==> src/rtl/core/afs_pkg.sv <==
// Shared types and constants for the animation frame sequencer.
// No dependencies; imported by afs_divider and animation_frame_sequencer.
`timescale 1ns / 1ps
`default_nettype none

package afs_pkg;

  // Width of the elapsed-time input field
  localparam int ElapsedBits = 16;

  // Width of the configuration register index
  localparam int CfgIdxBits = 3;

  // Pass length after reset, in milliseconds
  localparam int TotalReset = 1000;

  // Configuration register indexes
  typedef enum logic [CfgIdxBits-1:0] {
    CFG_TOTAL_DURATION = 3'd0,
    CFG_FRAME_COUNT    = 3'd1,
    CFG_LOOP_KEYFRAME  = 3'd2,
    CFG_PLAY_BACKWARDS = 3'd3,
    CFG_PLAY_ONCE      = 3'd4,
    CFG_HOLD_PAUSED    = 3'd5
  } afs_cfg_idx_t;

  // Status of the shared divider as seen by the sequencer
  typedef struct packed {
    logic busy;
    logic done;
  } afs_div_stat_t;

endpackage

`default_nettype wire

==> src/rtl/core/afs_divider.sv <==
// Shared restoring divider: one quotient bit per cycle, quotient and remainder.
// Depends on afs_pkg for the status struct.
`timescale 1ns / 1ps
`default_nettype none

module afs_divider #(
  parameter int DIVIDEND_BITS = 33,
  parameter int DIVISOR_BITS  = 20
) (
  input  wire logic                              clk,
  input  wire logic                              rst,
  input  wire logic                              start,
  input  wire logic [DIVIDEND_BITS-1:0]          dividend,
  input  wire logic [DIVISOR_BITS-1:0]           divisor,
  output logic      [DIVIDEND_BITS-1:0]          quotient,
  output logic      [DIVISOR_BITS-1:0]           remainder,
  output afs_pkg::afs_div_stat_t                 stat
);
  import afs_pkg::*;

  localparam int CntBits = (DIVIDEND_BITS > 1) ? $clog2(DIVIDEND_BITS) : 1;

  logic                    busy;
  logic                    done;
  logic [CntBits-1:0]      count;
  logic [DIVISOR_BITS-1:0] divisor_r;
  logic [DIVISOR_BITS:0]   partial;
  logic [DIVISOR_BITS:0]   diff;
  logic                    ge;

  // Trial subtract of the divisor from the shifted partial remainder
  always_comb begin
    partial = {remainder, quotient[DIVIDEND_BITS-1]};
    diff    = partial - {1'b0, divisor_r};
    ge      = ~diff[DIVISOR_BITS];
  end

  // Control: load on start, count down one bit per cycle
  always_ff @(posedge clk) begin
    if (rst) begin
      busy  <= 1'b0;
      done  <= 1'b0;
      count <= '0;
    end else begin
      done <= 1'b0;
      if (start) begin
        busy  <= 1'b1;
        count <= CntBits'(DIVIDEND_BITS - 1);
      end else if (busy) begin
        if (count == '0) begin
          busy <= 1'b0;
          done <= 1'b1;
        end else begin
          count <= count - CntBits'(1);
        end
      end
    end
  end

  // Datapath: dividend shifts out as the quotient shifts in
  always_ff @(posedge clk) begin
    if (start) begin
      quotient  <= dividend;
      remainder <= '0;
      divisor_r <= divisor;
    end else if (busy) begin
      quotient  <= {quotient[DIVIDEND_BITS-2:0], ge};
      remainder <= ge ? diff[DIVISOR_BITS-1:0] : partial[DIVISOR_BITS-1:0];
    end
  end

  assign stat.busy = busy;
  assign stat.done = done;

endmodule

`default_nettype wire

==> src/rtl/core/animation_frame_sequencer.sv <==
// Animation frame sequencer top level: config registers, playback clock,
// sequencer and one shared multiplier; depends on afs_pkg and afs_divider.
//
//  channel | signals                                    | flow
//  --------+--------------------------------------------+-------------------
//  input   | in_valid, in_stall, elapsed_ms             | tick in, valid/stall
//  output  | out_valid, out_stall, frame_index,         | result out,
//          | frame_valid, has_played, play_position     | valid/stall
//  config  | cfg_valid, cfg_ready, cfg_index, cfg_data  | register write
//
// A tick runs up to four passes of the shared divider (key time, backward wrap,
// clock wrap, frame), each framed by sequencer states; with a zero frame count or
// pass length the clock wrap and frame passes are skipped. Reset (synchronous, rst
// high) clears the clock and the played flag and returns the registers to their
// reset values; a stalled result holds and blocks the next load.
`timescale 1ns / 1ps
`default_nettype none

module animation_frame_sequencer #(
  parameter int  FRAME_BITS = 12,
  parameter int  TIME_BITS  = 20,
  localparam int CfgBits    = (TIME_BITS > FRAME_BITS) ? TIME_BITS : FRAME_BITS
) (
  input  wire logic                            clk,
  input  wire logic                            rst,
  input  wire logic                            in_valid,
  output logic                                 in_stall,
  input  wire logic [afs_pkg::ElapsedBits-1:0] elapsed_ms,
  output logic                                 out_valid,
  input  wire logic                            out_stall,
  output logic      [FRAME_BITS-1:0]           frame_index,
  output logic                                 frame_valid,
  output logic                                 has_played,
  output logic      [TIME_BITS-1:0]            play_position,
  input  wire logic                            cfg_valid,
  output logic                                 cfg_ready,
  input  wire logic [afs_pkg::CfgIdxBits-1:0]  cfg_index,
  input  wire logic [CfgBits-1:0]              cfg_data
);
  import afs_pkg::*;

  localparam int TW  = TIME_BITS + 1;                        // clock width
  localparam int SW  = ((TW > ElapsedBits) ? TW : ElapsedBits) + 1;
  localparam int PW  = TIME_BITS + FRAME_BITS;               // product width
  localparam int DW  = TIME_BITS + FRAME_BITS + 1;           // dividend width
  localparam int DVW = CfgBits;                              // divisor width

  typedef enum logic [3:0] {
    S_IDLE,
    S_KEY_MUL,
    S_KEY_DIV,
    S_KEY_WAIT,
    S_ADVANCE,
    S_BACK_WAIT,
    S_WRAP,
    S_WRAP_WAIT,
    S_FRAME_MUL,
    S_FRAME_DIV,
    S_FRAME_WAIT,
    S_OUTPUT
  } state_t;

  // Configuration registers
  logic [TIME_BITS-1:0]  total_duration;
  logic [FRAME_BITS-1:0] frame_count;
  logic [FRAME_BITS-1:0] loop_keyframe;
  logic                  play_backwards;
  logic                  play_once;
  logic                  hold_paused;

  // Architectural state
  logic [TW-1:0] play_time;
  logic          done_flag;

  // Working registers of the sequencer
  state_t                state;
  logic [TW-1:0]         t;
  logic [ElapsedBits-1:0] e;
  logic [TIME_BITS-1:0]  keytime;
  logic                  done_w;
  logic [FRAME_BITS-1:0] frame_w;
  logic                  wrap_keyed;
  logic                  wrap_fwd;
  logic [PW-1:0]         prod;

  // Divider interface
  logic                  div_start;
  logic [DW-1:0]         div_a;
  logic [DVW-1:0]        div_b;
  logic [DW-1:0]         div_q;
  logic [DVW-1:0]        div_r;
  afs_div_stat_t         div_stat;

  // Decoded configuration
  logic                  bad_key;
  logic                  has_key;
  logic                  run_wrap;
  logic [TIME_BITS-1:0]  span;
  logic [FRAME_BITS-1:0] count_m1;

  // Advance logic
  logic [SW-1:0]         sum;
  logic [TW-1:0]         t_sat;
  logic [TW-1:0]         adv_t;
  logic                  adv_done;
  logic                  adv_mod;
  logic [TW-1:0]         rem_t;
  logic [TIME_BITS-1:0]  key_minus_r;

  // Shared multiplier operands
  logic [TIME_BITS-1:0]  mul_a;
  logic [FRAME_BITS-1:0] mul_b;

  assign cfg_ready = 1'b1;
  assign in_stall  = (state != S_IDLE);

  // Configuration writes
  always_ff @(posedge clk) begin
    if (rst) begin
      total_duration <= TIME_BITS'(TotalReset);
      frame_count    <= '0;
      loop_keyframe  <= '0;
      play_backwards <= 1'b0;
      play_once      <= 1'b0;
      hold_paused    <= 1'b0;
    end else if (cfg_valid && cfg_ready) begin
      unique case (afs_cfg_idx_t'(cfg_index))
        CFG_TOTAL_DURATION: total_duration <= cfg_data[TIME_BITS-1:0];
        CFG_FRAME_COUNT:    frame_count    <= cfg_data[FRAME_BITS-1:0];
        CFG_LOOP_KEYFRAME:  loop_keyframe  <= cfg_data[FRAME_BITS-1:0];
        CFG_PLAY_BACKWARDS: play_backwards <= cfg_data[0];
        CFG_PLAY_ONCE:      play_once      <= cfg_data[0];
        CFG_HOLD_PAUSED:    hold_paused    <= cfg_data[0];
        default: ;
      endcase
    end
  end

  // Decode the keyframe and the wrap conditions
  always_comb begin
    bad_key  = (loop_keyframe != '0) && (loop_keyframe >= frame_count);
    has_key  = (loop_keyframe != '0) && !bad_key;
    run_wrap = (frame_count != '0) && (total_duration != '0);
    span     = total_duration - keytime;
    count_m1 = frame_count - FRAME_BITS'(1);
  end

  // Advance the playback clock by one tick
  always_comb begin
    sum      = SW'(t) + SW'(e);
    t_sat    = (sum > SW'({TW{1'b1}})) ? {TW{1'b1}} : sum[TW-1:0];
    adv_t    = t;
    adv_done = done_w;
    adv_mod  = 1'b0;
    if (!hold_paused) begin
      if (play_backwards) begin
        priority if (has_key && (t >= TW'(keytime))) begin
          adv_t = t_sat;
          if (t_sat >= TW'(total_duration)) begin
            adv_t    = (keytime != '0) ? (TW'(keytime) - TW'(1)) : '0;
            adv_done = 1'b0;
          end
        end else if (SW'(t) > SW'(e)) begin
          adv_t = t - TW'(e);
        end else if (play_once || (total_duration == '0)) begin
          adv_t = '0;
        end else begin
          adv_mod = 1'b1;
        end
      end else begin
        adv_t = t_sat;
        if (t_sat >= TW'(total_duration)) begin
          if (play_once) begin
            adv_t = (total_duration != '0) ? (TW'(total_duration) - TW'(1)) : '0;
          end
          adv_done = 1'b1;
        end
      end
    end
  end

  // Wrap results from the divider remainder
  always_comb begin
    rem_t       = TW'(div_r[TIME_BITS-1:0]);
    key_minus_r = keytime - div_r[TIME_BITS-1:0];
  end

  // Shared multiplier operand select
  always_comb begin
    if (state == S_FRAME_MUL) begin
      mul_a = t[TIME_BITS-1:0];
      mul_b = frame_count;
    end else begin
      mul_a = total_duration;
      mul_b = loop_keyframe;
    end
  end

  // Registered product
  always_ff @(posedge clk) begin
    prod <= PW'(mul_a) * PW'(mul_b);
  end

  // Sequencer: one tick through key time, advance, wrap and frame
  always_ff @(posedge clk) begin
    if (rst) begin
      state     <= S_IDLE;
      div_start <= 1'b0;
      out_valid <= 1'b0;
      play_time <= '0;
      done_flag <= 1'b0;
    end else begin
      // Drop the result after its transfer unless a new one loads now
      if (out_valid && !out_stall && (state != S_OUTPUT)) begin
        out_valid <= 1'b0;
      end
      unique case (state)
        S_IDLE: begin
          if (in_valid) begin
            e      <= elapsed_ms;
            t      <= play_time;
            done_w <= done_flag;
            state  <= S_KEY_MUL;
          end
        end
        S_KEY_MUL: begin
          keytime <= '0;
          state   <= has_key ? S_KEY_DIV : S_ADVANCE;
        end
        S_KEY_DIV: begin
          div_a     <= DW'(prod);
          div_b     <= DVW'(frame_count);
          div_start <= 1'b1;
          state     <= S_KEY_WAIT;
        end
        S_KEY_WAIT: begin
          div_start <= 1'b0;
          if (div_stat.done) begin
            keytime <= div_q[TIME_BITS-1:0];
            state   <= S_ADVANCE;
          end
        end
        S_ADVANCE: begin
          done_w <= adv_done;
          if (adv_mod) begin
            div_a     <= DW'(e) - DW'(t);
            div_b     <= DVW'(total_duration);
            div_start <= 1'b1;
            state     <= S_BACK_WAIT;
          end else begin
            t     <= adv_t;
            state <= S_WRAP;
          end
        end
        S_BACK_WAIT: begin
          div_start <= 1'b0;
          if (div_stat.done) begin
            t     <= TW'(total_duration) - rem_t;
            state <= S_WRAP;
          end
        end
        S_WRAP: begin
          frame_w <= '0;
          if (!run_wrap) begin
            state <= S_OUTPUT;
          end else begin
            wrap_keyed <= done_w && has_key;
            wrap_fwd   <= t >= TW'(keytime);
            div_start  <= 1'b1;
            state      <= S_WRAP_WAIT;
            if (done_w && has_key) begin
              div_b <= DVW'(span);
              div_a <= (t >= TW'(keytime)) ? DW'(t - TW'(keytime)) : DW'(TW'(keytime) - t);
            end else begin
              div_b <= DVW'(total_duration);
              div_a <= DW'(t);
            end
          end
        end
        S_WRAP_WAIT: begin
          div_start <= 1'b0;
          if (div_stat.done) begin
            priority if (!wrap_keyed) begin
              t <= rem_t;
            end else if (wrap_fwd) begin
              t <= rem_t + TW'(keytime);
            end else begin
              t <= (div_r[TIME_BITS-1:0] > keytime) ? '0 : TW'(key_minus_r);
            end
            state <= S_FRAME_MUL;
          end
        end
        S_FRAME_MUL: begin
          state <= S_FRAME_DIV;
        end
        S_FRAME_DIV: begin
          div_a     <= DW'(prod);
          div_b     <= DVW'(total_duration);
          div_start <= 1'b1;
          state     <= S_FRAME_WAIT;
        end
        S_FRAME_WAIT: begin
          div_start <= 1'b0;
          if (div_stat.done) begin
            priority if (bad_key) begin
              frame_w <= '0;
            end else if (div_q > DW'(count_m1)) begin
              frame_w <= count_m1;
            end else begin
              frame_w <= div_q[FRAME_BITS-1:0];
            end
            state <= S_OUTPUT;
          end
        end
        S_OUTPUT: begin
          // Load the result once the output register is free
          if (!out_valid || !out_stall) begin
            out_valid     <= 1'b1;
            frame_index   <= frame_w;
            frame_valid   <= (frame_count != '0);
            has_played    <= done_w;
            play_position <= t[TW-1] ? {TIME_BITS{1'b1}} : t[TIME_BITS-1:0];
            play_time     <= t;
            done_flag     <= done_w;
            state         <= S_IDLE;
          end
        end
        default: state <= S_IDLE;
      endcase
    end
  end

  afs_divider #(
    .DIVIDEND_BITS(DW),
    .DIVISOR_BITS (DVW)
  ) u_divider (
    .clk      (clk),
    .rst      (rst),
    .start    (div_start),
    .dividend (div_a),
    .divisor  (div_b),
    .quotient (div_q),
    .remainder(div_r),
    .stat     (div_stat)
  );

endmodule

`default_nettype wire

==> config.mk <==
export PLATFORM = sky130hd
export DESIGN_NAME = animation_frame_sequencer
export DESIGN_NICKNAME = d
export VERILOG_FILES = /design/src/rtl/core/afs_pkg.sv /design/src/rtl/core/afs_divider.sv /design/src/rtl/core/animation_frame_sequencer.sv
export SDC_FILE = /design/constraint.sdc
export NUM_CORES = 2
export LEC_CHECK = 0
export BUFFER_PORTS_ARGS = -buffer_cell sky130_fd_sc_hd__buf_4
export CORE_MARGIN = 2
export CORE_UTILIZATION = 50
export DETAILED_ROUTE_END_ITERATION = 7
export GPL_ROUTABILITY_DRIVEN = 0
export PLACE_DENSITY_LB_ADDON = 0.25
export SYNTH_ARGS = -nofsm -noshare
export SYNTH_HDL_FRONTEND = slang
export SYNTH_SLANG_ARGS = --single-unit
==> constraint.sdc <==
create_clock -name clk -period 11.5 [get_ports clk]
set_input_delay 3.45 -clock clk [delete_from_list [all_inputs] [get_ports clk]]
set_output_delay 3.45 -clock clk [all_outputs]
set_load 0.005 [all_outputs]
==> qor.yml <==
cells_and_area:
  fillers: 6076
  final_util_pct: 55.06
  drive_above_1_share_pct: 8.502
  layoutNonFillerInstCount: 4758
  fin_area_mm2: 0.03620
  final_nets: 4400
  syn_to_final_growth_pct: 8.918
place:
  dp.cells: 4677
  dpl-instance-area_mm2: 0.03476
  portBuffers: 79
  post-dp-hpwl_mm: 88.12
  pre_cts_slack_ns: 3.033
drt:
  wl_per_cell_um: 24.15
  vias_per_cell: 6.221
  first_pass_iters: 8
  drc: 17
  drt_iter0_markers: 3851
  routed_wl_mm: 114.9
  ant_nets: 0
  num_vias: 29600
logic_synthesis:
  synth_area_mm2: 0.03324
  syn_avg_cell_area_um2: 8.630
  ys_warn_count: 0
  synth_edf_count: 212
  yosysSeqAreaShare_pct: 27.29
  synth_area_leaders: "edfxtp_1, ha_1, fa_1"
  synth_top_area_cell: "edfxtp_1"
  syn_nets: 4393
  ys_seq_elements: 347
  synth_cells: 3851
  yosysTopAreaCellShare_pct: 19.15
  synth.distinct_cells: 85
  ys_async_sr_fraction_pct: 0
  synth_ff_type: "edfxtp_1"
critical_path:
  end_kind: "flop"
  path_max_fanout: 78
  start_kind: "flop"
  cp.arrival_ns: 9.09
  ff2ff_setup_slack_ns: 2.95
  critPathKind: "flop to flop"
  worstPathRequired_ns: 12.03
clock_tree:
  cts.path.max_buffers: 3
  ctsResizeCount: 0
  cts-buffers-inserted: 43
  post_cts_buffers: 0
  clk_pin_slew_ns: 0.06
  cts-root-buf: "clkbuf_16"
  cts_hold_buffers: 0
  clock_latency_ns: 0.62
  clkSinkCount: 347
  cts_tree: "built"
  cts_htree_levels: 2
power_and_ir_drop:
  power.density_mw_per_mm2: 198.2
  max-vdd-ir-drop_mv: 0.1362
  p_leak_nw: 14.96
  p_total_mw: 7.174
floorplanning:
  dieArea_mm2: 0.06855
  ios: 81
  die_y_um: 261.8
  core-area_mm2: 0.06575
  die_w_um: 261.8
  rows: 94
  initial_utilization_pct: 50.55
timing:
  skew_ns: 0.03745
  final_max_slew_viol_count: 0
  worst_slew_margin_rel_pct: 12.18
  hold_slack_ns: 0.4099
  fmax_mhz: 116.9
  fin_crit_ns: 8.553
  worstMarginPinSlew_ns: 1.313
  rsz0062_at_grt: "false"
  final_hold_viol_count: 0
  final.setup.tns_ns: 0
  worst_slack_ns: 2.947
  setup_viol: 0
  fin_crit_sh_pct: 74.38
grt:
  grt_max_degree: 79
  grtUsageTotal_pct: 33.47
  grt_pass1_vias: 27930
  antenna_found_initial: 3
  grt-ovfl-total: 0
  grt_pass1_wl_mm: 171.7
worst_hold_path:
  hp-class: "flop to flop"
flow_run:
  cap_viol_max_count: 0
run_status:
  status: "finished, violations left"
  violations: "design-rule violations"
[worst max-delay path, cell delays in order (launching register included)]
cell and delay, ns:
dfxtp_1 0.88, nand2b_1 0.29, nor3_2 0.26, buf_4 0.65
mux2_2 0.58, nand2_1 0.12, fa_1 0.50, inv_1 0.05
fa_1 0.50, inv_1 0.06, fa_1 0.54, inv_1 0.05
fa_1 0.50, fa_1 0.42, ha_1 0.34, a211o_1 0.32
or2_2 0.28, o21ba_2 0.23, a221o_1 0.43, a31oi_1 0.26
o21ai_0 0.18, nor4_1 0.44, o311ai_0 0.23, a21oi_1 0.21
xnor2_1 0.13
[Yosys cell counts (49+ instances only)]
| library cell | count |
|---|---|
| fa_1 | 190 |
| ha_1 | 308 |
| nand3_1 | 57 |
| inv_1 | 392 |
| a21oi_1 | 302 |
| xnor2_1 | 147 |
| dfxtp_1 | 135 |
| nand2_1 | 471 |
| nor3_1 | 71 |
| o211ai_1 | 49 |
| clkbuf_1 | 147 |
| a21o_1 | 90 |
| nor2_1 | 300 |
| o21ai_0 | 157 |
| edfxtp_1 | 212 |
[report_power, final]
| part | internal [mW] | switching, mW | total, mW |
|---|---|---|---|
| clock network | 0.801 | 0.601 | 1.40 |
| logic | 1.39 | 2.52 | 3.91 |
| registers | 1.59 | 0.276 | 1.87 |
[layout by cell type (no fill, tap or decap), drive strengths merged, types with 38 or more instances in the layout]
master | Yosys | final
nand2 | 472 | 472
inv | 392 | 396
ha | 308 | 308
a21oi | 303 | 303
nor2 | 300 | 300
edfxtp | 212 | 212
fa | 190 | 190
o21ai | 158 | 158
xnor2 | 147 | 147
buf | 32 | 141
dfxtp | 135 | 135
a21o | 91 | 91
nor3 | 72 | 72
nand3 | 58 | 58
clkbuf | 147 | 56
o211ai | 49 | 49
or2 | 49 | 49
a211oi | 46 | 46
xor2 | 45 | 45
nor4 | 45 | 45
o21a | 38 | 38
[logic make-up after synthesis]
group                      share of synthesized area, %
adders and majority gates                         23.04
other                                           0.01128
buffers and inverters                             6.599
muxes                                             2.172
xor gates and xnor gates                          5.060
and+or+nand+nor                                   16.63
AOI/OAI and AO/OA                                 19.20
DFF                                               27.29
[layer usage]
layer	wire length, um	up-vias	GRT usage (%)	part of all wire (%)
met2	48030	1652	49.08	42
met5	25	-	0	0.022
met4	9142	4	22.33	8.0
met3	13200	471	9.327	11
li1	-	13500	-	-
met1	44510	13970	43.13	39
[sequential cells by signal, indices dropped and copies added, names as in the netlist, 6 cells and up]
signal,cells
t,21
frame_index,12
play_position,20
frame_count,12
prod,32
u_divider.remainder,20
div_a,33
loop_keyframe,12
div_b,20
total_duration,20
frame_w,12
e,16
u_divider.count,6
keytime,20
u_divider.divisor_r,20
play_time,21
u_divider.quotient,33
[area by class of cell]
cell class                      count  area [um^2]  area share [%]
Multi-Input combinational cell   2931        22070           60.97
Sequential cell                   347         9072           25.06
Inverter                          394         1479           4.085
Clock buffer                       56         1176           3.249
Clock inverter                     24        257.7          0.7120
Timing Repair Buffer              141         1059           2.924
Antenna cell                        1        2.502        0.006913
Tap cell                          864         1081           2.986
[worst paths after layout]
path              startpoint                     end  depth (start not counted)
setup / recovery    state[3]                prod[31]                         24
hold / removal      div_b[4]  u_divider.divisor_r[4]                          0
setup reg to reg    state[3]                prod[31]                         24
hold reg to reg     div_b[4]  u_divider.divisor_r[4]                          0
(Power assumes the default switching activity.)
